[src/rtl/long_press_pairing_mode_timer_unit_assert.svh]
// ----------------------------------------------------------------------------
// Assertion macros for the long-press pairing-mode timer
// Clocked on clk_i, disabled while rst_ni is low.
// ----------------------------------------------------------------------------
`ifndef LONG_PRESS_PAIRING_MODE_TIMER_UNIT_ASSERT_SVH
`define LONG_PRESS_PAIRING_MODE_TIMER_UNIT_ASSERT_SVH

// Consequent must hold in the same cycle as the antecedent
`define LPPM_ASSERT_SAME(lbl, ante, cons) \
  lbl: assert property (@(posedge clk_i) disable iff (!rst_ni) (ante) |-> (cons)) \
    else $error("lppm assertion failed");

// Consequent must hold in the cycle after the antecedent
`define LPPM_ASSERT_NEXT(lbl, ante, cons) \
  lbl: assert property (@(posedge clk_i) disable iff (!rst_ni) (ante) |=> (cons)) \
    else $error("lppm assertion failed");

`endif

[src/rtl/lppm_pkg.sv]
// ----------------------------------------------------------------------------
// lppm_pkg
// Shared types, constants and helpers of the long-press pairing-mode timer.
// ----------------------------------------------------------------------------
`timescale 1ns / 1ps

package lppm_pkg;

  // Width of the hold and pairing counters
  localparam int unsigned COUNT_WIDTH = 16;
  // Width of each configuration register
  localparam int unsigned CFG_W = 16;
  // Width used for threshold compares
  localparam int unsigned CMP_W = (COUNT_WIDTH > CFG_W) ? COUNT_WIDTH : CFG_W;
  localparam int unsigned CFG_IDX_W = 2;

  typedef logic [COUNT_WIDTH-1:0] cnt_t;
  typedef logic [CFG_W-1:0]       cfg_val_t;
  typedef logic [CMP_W-1:0]       cmp_t;

  typedef enum logic {
    OP_TICK  = 1'b0,
    OP_FORCE = 1'b1
  } op_e;

  typedef enum logic [CFG_IDX_W-1:0] {
    REG_HOLD    = 2'd0,
    REG_RESET   = 2'd1,
    REG_TIMEOUT = 2'd2,
    REG_BLINK   = 2'd3
  } cfg_idx_e;

  localparam cfg_val_t HOLD_RST    = CFG_W'(100);
  localparam cfg_val_t RESET_RST   = CFG_W'(140);
  localparam cfg_val_t TIMEOUT_RST = CFG_W'(1200);
  localparam cfg_val_t BLINK_RST   = CFG_W'(20);

  typedef struct packed {
    cfg_val_t hold_ticks;
    cfg_val_t reset_ticks;
    cfg_val_t timeout_ticks;
    cfg_val_t blink_ticks;
  } cfg_t;

  typedef struct packed {
    logic led_on_pulse;
    logic led_off_pulse;
    logic blink_pulse;
    logic forget_bonds_pulse;
    logic pairing_active;
    logic pairing_allowed;
  } res_t;

  // Saturating increment: a counter at its maximum stays there
  function automatic cnt_t sat_inc(input cnt_t v);
    sat_inc = (v == {COUNT_WIDTH{1'b1}}) ? v : cnt_t'(v + 1'b1);
  endfunction

  // Widen a counter for compares against thresholds
  function automatic cmp_t cnt_ext(input cnt_t v);
    cnt_ext = CMP_W'(v);
  endfunction

  // Widen a threshold for compares against counters
  function automatic cmp_t cfg_ext(input cfg_val_t v);
    cfg_ext = CMP_W'(v);
  endfunction

endpackage

[src/rtl/long_press_pairing_mode_timer_unit.sv]
// ----------------------------------------------------------------------------
// long_press_pairing_mode_timer_unit
// Long-press button timer: LED, pairing-mode and forget-bonds events.
// ----------------------------------------------------------------------------
//  channel | handshake              | payload
//  --------+------------------------+---------------------------------------
//  in      | in_valid_i / in_ready_o| op_i, button_pressed_i, force_value_i
//  out     | out_valid_o/out_ready_i| led_on/led_off/blink/forget pulses,
//          |                        | pairing_active_o, pairing_allowed_o
//  cfg     | cfg_we_i (no wait)     | cfg_idx_i, cfg_wdata_i
//
//  One transaction per cycle; its result appears in the result register in the
//  cycle after acceptance. The state update and the compares finish in the
//  acceptance cycle, so back-to-back ticks see the updated counters.
//  in_ready_o is low only while a result waits and out_ready_i is low.
//  Reset loads the threshold defaults and clears all counters and flags.
// ----------------------------------------------------------------------------
`timescale 1ns / 1ps

`include "long_press_pairing_mode_timer_unit_assert.svh"

module long_press_pairing_mode_timer_unit
  import lppm_pkg::*;
(
  input  logic                 clk_i,
  input  logic                 rst_ni,
  input  logic                 cfg_we_i,
  input  logic [CFG_IDX_W-1:0] cfg_idx_i,
  input  logic [CFG_W-1:0]     cfg_wdata_i,
  input  logic                 in_valid_i,
  output logic                 in_ready_o,
  input  logic                 op_i,
  input  logic                 button_pressed_i,
  input  logic                 force_value_i,
  output logic                 out_valid_o,
  input  logic                 out_ready_i,
  output logic                 led_on_pulse_o,
  output logic                 led_off_pulse_o,
  output logic                 blink_pulse_o,
  output logic                 forget_bonds_pulse_o,
  output logic                 pairing_active_o,
  output logic                 pairing_allowed_o
);

  cfg_t cfg;
  res_t res;
  res_t res_q;
  logic out_valid_q, out_valid_d;
  logic in_fire;

  lppm_cfg_regs u_cfg (
    .clk_i       (clk_i),
    .rst_ni      (rst_ni),
    .cfg_we_i    (cfg_we_i),
    .cfg_idx_i   (cfg_idx_i),
    .cfg_wdata_i (cfg_wdata_i),
    .cfg_o       (cfg)
  );

  lppm_core u_core (
    .clk_i            (clk_i),
    .rst_ni           (rst_ni),
    .cfg_i            (cfg),
    .step_i           (in_fire),
    .op_i             (op_i),
    .button_pressed_i (button_pressed_i),
    .force_value_i    (force_value_i),
    .res_o            (res)
  );

  // Accept while the result register is empty or being drained
  assign in_ready_o = !out_valid_q || out_ready_i;
  assign in_fire    = in_valid_i && in_ready_o;

  always_comb begin
    out_valid_d = out_valid_q;
    if (in_fire) begin
      out_valid_d = 1'b1;
    end else if (out_ready_i) begin
      out_valid_d = 1'b0;
    end
  end

  always_ff @(posedge clk_i or negedge rst_ni) begin
    if (!rst_ni) begin
      out_valid_q <= 1'b0;
    end else begin
      out_valid_q <= out_valid_d;
    end
  end

  // Capture the result of each accepted transaction
  always_ff @(posedge clk_i) begin
    if (in_fire) begin
      res_q <= res;
    end
  end

  assign out_valid_o          = out_valid_q;
  assign led_on_pulse_o       = res_q.led_on_pulse;
  assign led_off_pulse_o      = res_q.led_off_pulse;
  assign blink_pulse_o        = res_q.blink_pulse;
  assign forget_bonds_pulse_o = res_q.forget_bonds_pulse;
  assign pairing_active_o     = res_q.pairing_active;
  assign pairing_allowed_o    = res_q.pairing_allowed;

  // Stalled result blocks new input
  `LPPM_ASSERT_SAME(a_stall_blocks_in, out_valid_o && !out_ready_i, !in_ready_o)
  // Allowed flag never stands without the pairing flag
  `LPPM_ASSERT_SAME(a_allowed_needs_pairing, out_valid_o && pairing_allowed_o, pairing_active_o)
  // LED-on only comes from a press while pairing is off
  `LPPM_ASSERT_SAME(a_led_on_not_pairing, out_valid_o && led_on_pulse_o,
                    !pairing_active_o && !forget_bonds_pulse_o)
  // Accepted transaction leaves a valid result behind
  `LPPM_ASSERT_NEXT(a_fire_gives_result, in_valid_i && in_ready_o, out_valid_o)

endmodule

[src/rtl/lppm_cfg_regs.sv]
// ----------------------------------------------------------------------------
// lppm_cfg_regs
// Threshold registers written through the plain configuration port.
// ----------------------------------------------------------------------------
`timescale 1ns / 1ps

module lppm_cfg_regs
  import lppm_pkg::*;
(
  input  logic                 clk_i,
  input  logic                 rst_ni,
  input  logic                 cfg_we_i,
  input  logic [CFG_IDX_W-1:0] cfg_idx_i,
  input  logic [CFG_W-1:0]     cfg_wdata_i,
  output cfg_t                 cfg_o
);

  cfg_t cfg_q, cfg_d;

  // Pick the register addressed by the write
  always_comb begin
    cfg_d = cfg_q;
    if (cfg_we_i) begin
      case (cfg_idx_e'(cfg_idx_i))
        REG_HOLD:    cfg_d.hold_ticks    = cfg_wdata_i;
        REG_RESET:   cfg_d.reset_ticks   = cfg_wdata_i;
        REG_TIMEOUT: cfg_d.timeout_ticks = cfg_wdata_i;
        REG_BLINK:   cfg_d.blink_ticks   = cfg_wdata_i;
        default:     cfg_d = cfg_q;
      endcase
    end
  end

  // Hold the thresholds
  always_ff @(posedge clk_i or negedge rst_ni) begin
    if (!rst_ni) begin
      cfg_q.hold_ticks    <= HOLD_RST;
      cfg_q.reset_ticks   <= RESET_RST;
      cfg_q.timeout_ticks <= TIMEOUT_RST;
      cfg_q.blink_ticks   <= BLINK_RST;
    end else begin
      cfg_q <= cfg_d;
    end
  end

  assign cfg_o = cfg_q;

endmodule

[src/rtl/lppm_core.sv]
// ----------------------------------------------------------------------------
// lppm_core
// Hold, pairing and blink counters with the tick and force next-state logic.
// ----------------------------------------------------------------------------
`timescale 1ns / 1ps

module lppm_core
  import lppm_pkg::*;
(
  input  logic clk_i,
  input  logic rst_ni,
  input  cfg_t cfg_i,
  input  logic step_i,
  input  logic op_i,
  input  logic button_pressed_i,
  input  logic force_value_i,
  output res_t res_o
);

  cnt_t hold_q, hold_d;
  cnt_t pair_q, pair_d;
  cnt_t blink_q, blink_d;
  logic armed_q, armed_d;
  logic pair_flag_q, pair_flag_d;
  logic allowed_q, allowed_d;

  cmp_t hold_th, reset_th, timeout_th, blink_th;
  cnt_t hold_inc;
  cnt_t pair_inc, blink_inc;
  logic inc_in_win, inc_past_reset;
  logic old_in_win, old_past_reset;

  assign hold_th    = cfg_ext(cfg_i.hold_ticks);
  assign reset_th   = cfg_ext(cfg_i.reset_ticks);
  assign timeout_th = cfg_ext(cfg_i.timeout_ticks);
  assign blink_th   = cfg_ext(cfg_i.blink_ticks);

  // Window compares on the incremented and the held count
  assign hold_inc       = sat_inc(hold_q);
  assign inc_in_win     = (cnt_ext(hold_inc) >= hold_th) && (cnt_ext(hold_inc) < reset_th);
  assign inc_past_reset = cnt_ext(hold_inc) >= reset_th;
  assign old_in_win     = (cnt_ext(hold_q) >= hold_th) && (cnt_ext(hold_q) < reset_th);
  assign old_past_reset = cnt_ext(hold_q) >= reset_th;

  // Advance the state by one transaction
  always_comb begin
    hold_d      = hold_q;
    pair_d      = pair_q;
    blink_d     = blink_q;
    armed_d     = armed_q;
    pair_flag_d = pair_flag_q;
    allowed_d   = allowed_q;
    pair_inc    = pair_q;
    blink_inc   = blink_q;
    res_o       = '0;

    if (op_e'(op_i) == OP_FORCE) begin
      pair_flag_d = force_value_i;
      if (!force_value_i) begin
        allowed_d           = 1'b0;
        pair_d              = '0;
        blink_d             = '0;
        res_o.led_off_pulse = 1'b1;
      end
    end else begin
      if (button_pressed_i) begin
        hold_d = hold_inc;
        // Arm the window on entry; windows exclude the reset threshold
        if (inc_in_win && !pair_flag_q && !armed_q) begin
          res_o.led_on_pulse = 1'b1;
          armed_d            = 1'b1;
        end
        if (inc_past_reset && armed_q) begin
          res_o.led_off_pulse = 1'b1;
          armed_d             = 1'b0;
        end
      end else begin
        // Release inside the window enters pairing
        if (old_in_win && !pair_flag_q) begin
          armed_d     = 1'b0;
          pair_flag_d = 1'b1;
          allowed_d   = 1'b1;
          pair_d      = '0;
          blink_d     = '0;
        end
        res_o.forget_bonds_pulse = old_past_reset;
        hold_d                   = '0;
      end

      // Run the pairing timers
      if (pair_flag_d) begin
        pair_inc  = sat_inc(pair_d);
        blink_inc = sat_inc(blink_d);
        pair_d    = pair_inc;
        blink_d   = blink_inc;
        if (cnt_ext(blink_inc) >= blink_th) begin
          blink_d           = '0;
          res_o.blink_pulse = 1'b1;
        end
        if (cnt_ext(pair_inc) >= timeout_th) begin
          pair_flag_d         = 1'b0;
          allowed_d           = 1'b0;
          pair_d              = '0;
          blink_d             = '0;
          res_o.led_off_pulse = 1'b1;
        end
      end
    end

    res_o.pairing_active  = pair_flag_d;
    res_o.pairing_allowed = allowed_d;
  end

  // Update the state on each accepted transaction
  always_ff @(posedge clk_i or negedge rst_ni) begin
    if (!rst_ni) begin
      hold_q      <= '0;
      pair_q      <= '0;
      blink_q     <= '0;
      armed_q     <= 1'b0;
      pair_flag_q <= 1'b0;
      allowed_q   <= 1'b0;
    end else if (step_i) begin
      hold_q      <= hold_d;
      pair_q      <= pair_d;
      blink_q     <= blink_d;
      armed_q     <= armed_d;
      pair_flag_q <= pair_flag_d;
      allowed_q   <= allowed_d;
    end
  end

endmodule
[config.mk]
export PLATFORM = sky130hd
export DESIGN_NAME = long_press_pairing_mode_timer_unit
export DESIGN_NICKNAME = d
export VERILOG_FILES = /design/src/rtl/lppm_pkg.sv /design/src/rtl/long_press_pairing_mode_timer_unit.sv /design/src/rtl/lppm_cfg_regs.sv /design/src/rtl/lppm_core.sv
export VERILOG_INCLUDE_DIRS = /design/src /design/src/rtl
export SDC_FILE = /design/constraint.sdc
export NUM_CORES = 1
export LEC_CHECK = 0
export BUFFER_PORTS_ARGS = -buffer_cell sky130_fd_sc_hd__buf_2
export CAP_MARGIN = 20
export CORE_ASPECT_RATIO = 0.8
export CORE_UTILIZATION = 35
export CTS_CLUSTER_SIZE = 12
export DETAILED_ROUTE_END_ITERATION = 8
export GPL_TIMING_DRIVEN = 0
export HOLD_SLACK_MARGIN = 0.15
export MAX_ROUTING_LAYER = met4
export SYNTH_ARGS = -nofsm -noshare
export SYNTH_HDL_FRONTEND = slang
export SYNTH_SLANG_ARGS = --single-unit
[constraint.sdc]
create_clock -name clk_i -period 7.3 [get_ports clk_i]
set_input_delay 1.46 -clock clk_i [delete_from_list [all_inputs] [get_ports clk_i]]
set_output_delay 1.46 -clock clk_i [all_outputs]
set_load 0.03 [all_outputs]
## Word-level counts from Yosys, hierarchy flattened

Cells that the tools add are included.

| storage, ports and cells | value |
|---|---|
| flip-flop bits (word level) | 122 |
| input bits | 26 |
| output and inout port bits | 8 |

| cells by class | value |
|---|---|
| $add $sub $neg | 3 |
| $lt $le $gt $ge | 8 |
| equal/unequal tests | 8 |
| mux-type cells | 44 |
| bitwise gates (word level) | 3 |
| reduce and logical (&&, ||, !) cells | 24 |

Operators with widths:

| operator | count |
|---|---|
| $mux W16 | 18 |
| $ge A16 B16 Y1 | 6 |
| $add A16 B1 Y16 const B | 3 |
| $eq A16 B16 Y1 const B | 3 |
| $lt A16 B16 Y1 | 2 |
| $mux W1 | 25 |
| $reduce_and A2 Y1 | 6 |
| $logic_and A1 B1 Y1 | 7 |
| $reduce_or A2 Y1 | 3 |
| $eq A2 B2 Y1 const B | 2 |
| $reduce_and A4 Y1 | 1 |
| $reduce_bool A2 Y1 | 2 |
| $logic_not A1 Y1 | 3 |
| $ne A3 B1 Y1 const B | 1 |
| $not A1 Y1 | 3 |
| $eq A2 B1 Y1 const B | 1 |
| $logic_not A2 Y1 | 1 |
| $mux W2 | 1 |
| $ne A2 B2 Y1 const B | 1 |
| $logic_or A1 B1 Y1 | 1 |

## Logic depth before layout (Yosys ltp)

Gate-level depths: netlist of run 1.

| depth | value |
|---|---|
| depth after elaboration | 13 |
| mapped depth | 28 |

## By module

From an unflattened synthesis of run 1, not the netlist that was laid out.

| unflattened totals | value |
|---|---|
| cells, all modules | 895 |
| area total of the unflattened synthesis | 8498.2 um^2 |

By module, submodules not included:

| module | instances | cells an instance | area an instance (um^2) | sequential area each (um^2) |
|---|---|---|---|---|
| lppm_core | 1 | 749 | 5838.1 | 1276.2 |
| lppm_cfg_regs | 1 | 136 | 2426.1 | 1616.6 |
| long_press_pairing_mode_timer_unit | 1 | 10 | 234.0 | 205.2 |

## Worst setup path after synthesis of run 1

Ideal clock, no wire load.

| path | value |
|---|---|
| kind | register to register |
| start point | reg u_core.hold_q[0] |
| end point | reg u_core.blink_q[2] |
| library setup time | 66 ps |
| arrival time | 5352 ps |
| data required time | 7234 ps |
| path slack | 1881 ps |
| stages on the path, launching flop included | 24 |
| buffers on the path | 1 |
| clock period less this slack | 5419 ps |
| path through | dfrtp_1 -> inv_1 -> ha_1 -> nand2b_4 -> a2111o_1 -> a32o_1 -> or2_4 -> nand3_1 -> buf_2 -> and2_1 -> ha_1 -> and3_1 -> nand3_1 -> nor2_1 -> nand2b_1 -> a31oi_1 -> mux2_2 -> ha_1 -> a211o_1 -> o2111ai_1 -> a21oi_1 -> or2_2 -> a2111oi_0 -> a221o_1 |

| on the way | value |
|---|---|
| cells in the longest elaborated chain, start to end | 13 |
| elaborated cells between the ends (all ways) | 25 |

Ends and longest elaborated chain:

| element | RTL line | source |
|---|---|---|
| start, declared | lppm_core.sv:20 | `cnt_t hold_q, hold_d;` |
| start signal, assigned | lppm_core.sv:124 | `hold_q <= hold_d;` |
| $ge A16 B16 Y1 / $lt A16 B16 Y1 (equally long branches) | lppm_core.sv:42 | `assign old_in_win = (cnt_ext(hold_q) >= hold_th) && (cnt_ext(hold_q) < reset_th);` |
| $logic_and A1 B1 Y1 * | lppm_core.sv:42 |  |
| $logic_and A1 B1 Y1 * | lppm_core.sv:79 | `if (old_in_win && !pair_flag_q) begin` |
| $mux W16 | lppm_core.sv:79 |  |
| $mux W16 | lppm_core.sv:66 | `if (button_pressed_i) begin` |
| $mux W16 | lppm_core.sv:57 | `if (op_e'(op_i) == OP_FORCE) begin` |
| $add A16 B1 Y16 / $eq A16 B16 Y1 (equally long branches) | lppm_pkg.sv:56 | `sat_inc = (v == {COUNT_WIDTH{1'b1}}) ? v : cnt_t'(v + 1'b1);` |
| $mux W16 | lppm_pkg.sv:56 |  |
| $ge A16 B16 Y1 | lppm_core.sv:96 | `if (cnt_ext(blink_inc) >= blink_th) begin` |
| $mux W16 | lppm_core.sv:96 |  |
| $mux W16 | lppm_core.sv:100 | `if (cnt_ext(pair_inc) >= timeout_th) begin` |
| $mux W16 * | lppm_core.sv:91 | `if (pair_flag_d) begin` |
| $mux W16 * | lppm_core.sv:57 |  |
| end signal, assigned | lppm_core.sv:126 | `blink_q <= blink_d;` |
| end, declared | lppm_core.sv:22 | `cnt_t blink_q, blink_d;` |

Mark *: on every way between the ends. The rest lies on a longest branch, timed or not. The select of a mux whose other input is x is not followed.
A chain may end at the register's enable or synchronous reset.

## Worst setup path in the final report of run 1

| path | value |
|---|---|
| start point | reg u_core.hold_q[0] |
| end point | reg u_core.blink_q[9] |

The elaborated chain is that of the path after synthesis.

==> reports/metrics.cfg, run 1 <==
[worst_hold_path]
hold_start=u_core.armed_q
min_path_type=reg2reg
whs_endpoint=u_core.armed_q
worstHoldPathCells=1

[cts]
htree_levels=4
cts_buffers=17
cts-root-buf=clkbuf_16
clockBufferDepth=2
post-cts-setup-buffers=0
ctsHoldBuffers=0
clock_sinks=122
insertion_delay_ns=0.42
cts_tree=yes
cts.reportedPaths.clkPinSlew_ns=0.06
ctsResizeCount=0

[power]
p_leak_nw=4.49
power_mw=2.36
powerDensity_mw_per_mm2=239
peakVddDrop_mv=0.197

[yosys]
avgSynthCellArea_sq_um=9.22
yosysWarningCount=0
netlist_area_sq_mm=0.00863
ys_seq_area_share_pct=35.9
syn_nets=1061
ys_ff_latch=122
synth_edf_count=6
synth_ff_type=dfrtp_1
synthDistinctLibCells=72
syn_inst=936
synth-async-reset-ratio_pct=95.1

[timing]
slew_violations=0
fin_ws_ns=0.423
timing.final.crit_share_pct=94.2
timing.setup.tns_ns=0
setup-violations-final=0
finClkSkew_ns=0.00736
rsz0062_at_grt=no
max_freq_mhz=145
period_needed_ns=6.88
worst_pin_slew_ns=0.778
final-hold-violation-count=0
relSlewSlack_pct=47.7

[global_routing]
grt_pass1_wl_mm=39.1
grt_max_degree=64
grt_usage_pct=21.2
antenna_found_initial=2
grt_pass1_vias=6732
grt_overflow=0

[floorplan]
dieWidth_um=178
die_h_um=142
row_count=51
initial_core_util_pct=35.6
die-area_sq_mm=0.0253
ioPinCount=34
core_area_sq_mm=0.0242

[placement]
place_area_sq_mm=0.00923
io_buffers=32
place_ws_ns=0.209
placed_cells=1287
gp_congestion=0.924
hpwl_mm=19.1

[routing]
drc=0
drtIter0Drc=650
wirelength_mm=25.0
drt-pass1-iter-count=7
postRouteAntennaNets=0
wl_per_cell_um=18.9
vias_per_cell=5.54
vias=7314

[setup_path]
reg2reg_to=u_core.blink_q[9]
critical_path.max_fanout=10
critical_path_required_ns=7.63
rr_worst_depth=24
r2r_slack_ns=0.42
worstSetupPathType=reg2reg
endpoint_kind=flip-flop
cp-start-kind=flip-flop
crit_arrival_ns=7.21
r2r_start=u_core.hold_q[0]

[cells_and_area]
final_cells=1321
fin_nets=1113
regArea_sq_mm=0.00310
layout-drive-gt1-share_pct=15.3
stdcell_area_sq_mm=0.00985
multiInputGateArea_sq_mm=0.00511
fillerInstances=2424
syn_to_final_growth_pct=14.1

[outcome]
status=finished clean

[job]
max_cap_viol_count=0

## cells by family (layout without fill, tap and decap cells)
kind of cell,after synthesis,after routing,synth area share (%)
flops,122,122,35.9
fa+ha+maj,99,99,14.3
simple gates,284,284,16.7
compound gates,230,230,17.4
xor+xnor,27,27,2.74
buf+inv,112,177,5.04
other cells,0,2,0
mux,62,62,7.93
## synthesized netlist by cell type, types with 4 or more instances
cell type	instances	area share, %
a21boi_0	4	0.35
nand2b_1	10	0.72
a31oi_1	21	1.5
a41oi_1	4	0.41
o211ai_1	6	0.52
xnor2_1	16	1.6
or3_1	9	0.65
nand4_1	21	1.5
mux2i_1	11	1.3
a22o_1	8	0.81
inv_1	83	3.6
xor2_1	11	1.1
nand2_1	76	3.3
and3_1	16	1.2
dfstp_2	12	3.7
o31ai_1	8	0.70
nor3_1	16	0.93
and2_1	6	0.43
o41ai_1	4	0.41
a211oi_1	7	0.61
a21o_1	14	1.2
edfxtp_1	6	2.1
o21a_1	7	0.61
nand3b_1	5	0.43
buf_2	8	0.46
o21ai_0	68	3.9
mux2_2	51	6.7
nand3_1	35	2.0
nor4_1	6	0.43
nor2b_1	5	0.36
clkbuf_1	17	0.74
ha_1	99	14
nor2_1	59	2.6
dfrtp_1	104	30
a21oi_1	43	2.5
## cell type report
cell class                 count  share of cell area (%)
timing repair buffer          33                    1.97
buffer                        29                    1.26
clock inverter                14                    1.74
clock buffer                  18                    4.46
sequential                   122                    31.4
inverter                      83                    3.16
tap                          318                    4.04
antenna                        2                  0.0508
multi-input combinational    702                    51.9
## flip-flops by register name (all words and copies together), names as in the netlist
signal	cells
u_cfg.cfg_o	64
blink_pulse_o	1
u_core.pair_q	16
u_core.hold_q	16
pairing_allowed_o	1
led_off_pulse_o	1
led_on_pulse_o	1
pairing_active_o	1
u_core.armed_q	1
u_core.allowed_q	1
forget_bonds_pulse_o	1
out_valid_o	1
u_core.pair_flag_q	1
u_core.blink_q	16
## routing by layer
layer	track usage (%)	vias to the layer above	routed length, um
met2	27.0	238	9690
met4	6.03	0	314
met5	-	-	0
met3	5.42	22	1750
li1	-	3536	-
met1	32.0	3518	13200
## cell usage in the layout (no fill, tap or decap), drive strengths merged, types with 12 or more instances in the layout
| cell type | n |
|---|---|
| nand4 | 21 |
| nand3 | 35 |
| inv | 85 |
| o21ai | 71 |
| dfstp | 12 |
| nand2 | 76 |
| clkbuf | 36 |
| a21o | 14 |
| a21oi | 43 |
| nor3 | 19 |
| mux2 | 51 |
| a31oi | 21 |
| ha | 99 |
| and3 | 16 |
| dfrtp | 104 |
| xnor2 | 16 |
| nor2 | 59 |
| buf | 44 |
## where the power goes
| group | switching, mW | leakage (nW) | internal, mW | total [mW] |
|---|---|---|---|---|
| sequential | 0.0708 | 1.49 | 0.783 | 0.854 |
| clock | 0.336 | 0.289 | 0.547 | 0.883 |
| combinational | 0.365 | 2.71 | 0.256 | 0.621 |
| total | 0.773 | 4.49 | 1.59 | 2.36 |
## worst max path at each step
| stage | slack [ns] | cells after the start | endpoint | from |
|---|---|---|---|---|
| after floorplan | 1.88 | 23 | u_core.blink_q[2] | u_core.hold_q[0] |
| after global placement | 0.14 | 24 | u_core.blink_q[9] | button_pressed_i |
| after detailed placement | 0.21 | 24 | u_core.blink_q[9] | button_pressed_i |
| after CTS | 0.20 | 27 | u_core.blink_q[9] | u_core.hold_q[0] |
| after global routing | 0.04 | 25 | u_core.blink_q[9] | u_core.hold_q[10] |
| final | 0.42 | 24 | u_core.blink_q[9] | u_core.hold_q[0] |
## worst max-delay path, stage by stage (launching register included)
cell	delay, ns
dfrtp_1	0.43
inv_1	0.19
ha_1	0.26
nand2b_4	0.13
a2111o_1	0.42
a32o_1	0.27
or2_4	0.26
nand3_1	0.11
buf_2	0.29
and2_1	0.21
ha_1	0.31
and3_1	0.25
nand3_1	0.22
nor2_1	0.40
nand2b_1	0.19
a31oi_1	0.58
mux2_2	0.42
ha_1	0.27
a211o_1	0.26
o2111ai_1	0.09
a21oi_1	0.18
nor3_2	0.37
buf_2	0.31
o21ai_0	0.13
a31oi_1	0.20
## metrics by stage
step,util [%],hold WS [ns]
floorplan,-,0.463
global placement,37.9,0.479
detailed placement,38.0,0.486
CTS,40.6,0.498
global route,40.6,0.521
finish,40.6,0.501
(Power assumes the default switching activity.)
==> inputs of run 2 (changes only) <==
--- a/config.mk
+++ b/config.mk
@@ -8,6 +8,8 @@
 export LEC_CHECK = 0
 export BUFFER_PORTS_ARGS = -buffer_cell sky130_fd_sc_hd__buf_2
 export CAP_MARGIN = 20
+export CELL_PAD_IN_SITES_DETAIL_PLACEMENT = 1
+export CELL_PAD_IN_SITES_GLOBAL_PLACEMENT = 2
 export CORE_ASPECT_RATIO = 0.8
 export CORE_UTILIZATION = 35
 export CTS_CLUSTER_SIZE = 12
@@ -15,6 +17,7 @@
 export GPL_TIMING_DRIVEN = 0
 export HOLD_SLACK_MARGIN = 0.15
 export MAX_ROUTING_LAYER = met4
+export PLACE_DENSITY_LB_ADDON = 0.1
 export SYNTH_ARGS = -nofsm -noshare
 export SYNTH_HDL_FRONTEND = slang
 export SYNTH_SLANG_ARGS = --single-unit
==> run 2 against run 1 <==
Non-clock buffer count did not move. Critical path depth unchanged. Register-to-register slack better by 0.02 ns. Critical path type unchanged. Largest power group unchanged. Largest cell class unchanged.
==> reports/metrics.cfg, run 2 (synthesis results as in run 1) <==
[setup_path]
crit_chain=ha_1 -> nand4_1 -> a2111oi_2 -> and3b_1 -> nand3_1 -> buf_2 -> clkbuf_4 -> nand2_1 -> inv_1 -> ha_1 -> and2_0 -> nand4_1 -> nor2_4 -> nor3_1 -> xnor2_1 -> nor2_1 -> ha_1 -> a2111oi_0 -> nand2_1 -> a21oi_1 -> o211ai_1 -> or3_1 -> nor2_1 -> a32o_1
cp-endpoint=u_core.blink_q[1]
rr_worst_depth=24
reg2reg_to=u_core.blink_q[1]
critPathSlowestCell=a2111oi_2
crit_arrival_ns=7.23
endpoint_kind=flip-flop
critPathTopFamily=simple AND/OR/NAND/NOR gates
cp.buffers_inverters=3
cpMostUsedCell=ha_1
worstSetupPathType=reg2reg
r2r_slack_ns=0.45
crit_cells=24
critical_path.max_stage_delay_ns=0.60
critical_path_required_ns=7.67
timing.critical_path.from=u_core.hold_q[11]
critical_path.max_fanout=10
r2r_start=u_core.hold_q[11]
cp-start-kind=flip-flop

[timing]
rsz0062_at_grt=no
slew_violations=0
period_needed_ns=6.85
max_freq_mhz=146
timing.final.crit_share_pct=93.9
relSlewSlack_pct=43.0
setup-violations-final=0
finClkSkew_ns=0.0121
worst_pin_slew_ns=0.834
final-hold-violation-count=0

[floorplan]
die-area_sq_mm=0.0253
core_area_sq_mm=0.0242
ioPinCount=34
dieWidth_um=178
row_count=51
die_h_um=142
initial_core_util_pct=35.6

[power]
powerDensity_mw_per_mm2=242
p_leak_nw=4.48
peakVddDrop_mv=0.170

[routing]
vias_per_cell=5.51
drt-pass1-iter-count=4
postRouteAntennaNets=0
drtIter0Drc=489
drc=0
wl_per_cell_um=21.4
wirelength_mm=28.3
vias=7267

[cells_and_area]
largest_register_ffs=64
syn_to_final_growth_pct=14.2
layout_commonest_cell=dfrtp_1
final_cells=1319
fillerInstances=2786
fin_nets=1113
n_antenna_cell=0
fin_util_pct=40.7
layout-drive-gt1-share_pct=15.5
layout_common_cells=dfrtp_1 (104), ha_1 (99), inv_1 (83)

[cts]
cts-root-buf=clkbuf_16
clockBufferDepth=2
cts_tree=yes
ctsHoldBuffers=0
cts_buffers=17
insertion_delay_ns=0.44
htree_levels=4
post-cts-setup-buffers=0
ctsResizeCount=0
clock_sinks=122
cts.reportedPaths.clkPinSlew_ns=0.06

[global_routing]
grt_max_degree=76
grt_pass1_wl_mm=44.2
grt_usage_pct=24.4
antenna_found_initial=0
grt_pass1_vias=7263
grt_overflow=0

[placement]
io_buffers=32
hpwl_mm=22.0
placed_cells=1287
gp_congestion=0.832

[worst_hold_path]
min_path_type=reg2reg

[job]
max_cap_viol_count=0

[outcome]
status=finished clean

==> run 2: how the worst min path moves through the flow <==
stage          cells after the start         endpoint            start
2_1_floorplan                      1   u_core.armed_q   u_core.armed_q
3_3_place_gp                       1   u_core.armed_q   u_core.armed_q
3_5_place_dp                       1   u_core.armed_q   u_core.armed_q
4_1_cts                            1   u_core.armed_q   u_core.armed_q
5_1_grt                            1   u_core.armed_q   u_core.armed_q
6_report                           1  u_cfg.cfg_o[28]  u_cfg.cfg_o[28]
==> run 2: per-layer routing <==
layer / track usage (%) / up-vias / routed length, um
met1: 37.6 / 3622 / 15700
met5: - / - / 0
met3: 3.74 / 15 / 962
met4: 4.59 / 0 / 193
li1: - / 3518 / -
met2: 33.1 / 112 / 11400
==> run 2: worst reg2reg max path: cells and delay by family (launching register included) <==
family	cells	cell delay [ns]
AND/OR/NAND/NOR	12	2.64
AO/OA/AOI/OAI	5	1.84
adder cells (fa/ha/maj)	3	0.91
buffers and inverters	3	0.66
flip-flops	1	0.48
XOR/XNOR	1	0.26
==> run 2: power by group <==
group / total, mW / switching, mW / internal, mW
Sequential: 0.856 / 0.0734 / 0.783
Combinational: 0.639 / 0.381 / 0.258
Clock: 0.893 / 0.357 / 0.536
==> run 2: area by class of cell <==
class	count	area [sq um]	area share (%)
buffer	29	128	1.29
clock buffer	17	425	4.31
clock inverter	15	176	1.79
inverter	83	312	3.16
multi-input combinational	702	5130	52.0
sequential	122	3100	31.4
tap	318	398	4.03
timing repair buffer	33	194	1.97
==> run 2: per-stage QoR <==
stage                     worst slack, ns  setup TNS [ns]  area [sq um]  total power, mW  hold WS, ns
after global placement            -0.0161         -0.0177          9190             1.48        0.483
after detailed placement           0.0517               0          9230             1.50        0.489
final                               0.446               0          9860             2.39        0.505
after global routing               0.0259               0          9860             2.54        0.521
after CTS                          0.0477               0          9830             2.41        0.504
after floorplan                      1.88               0          8630             1.28        0.463
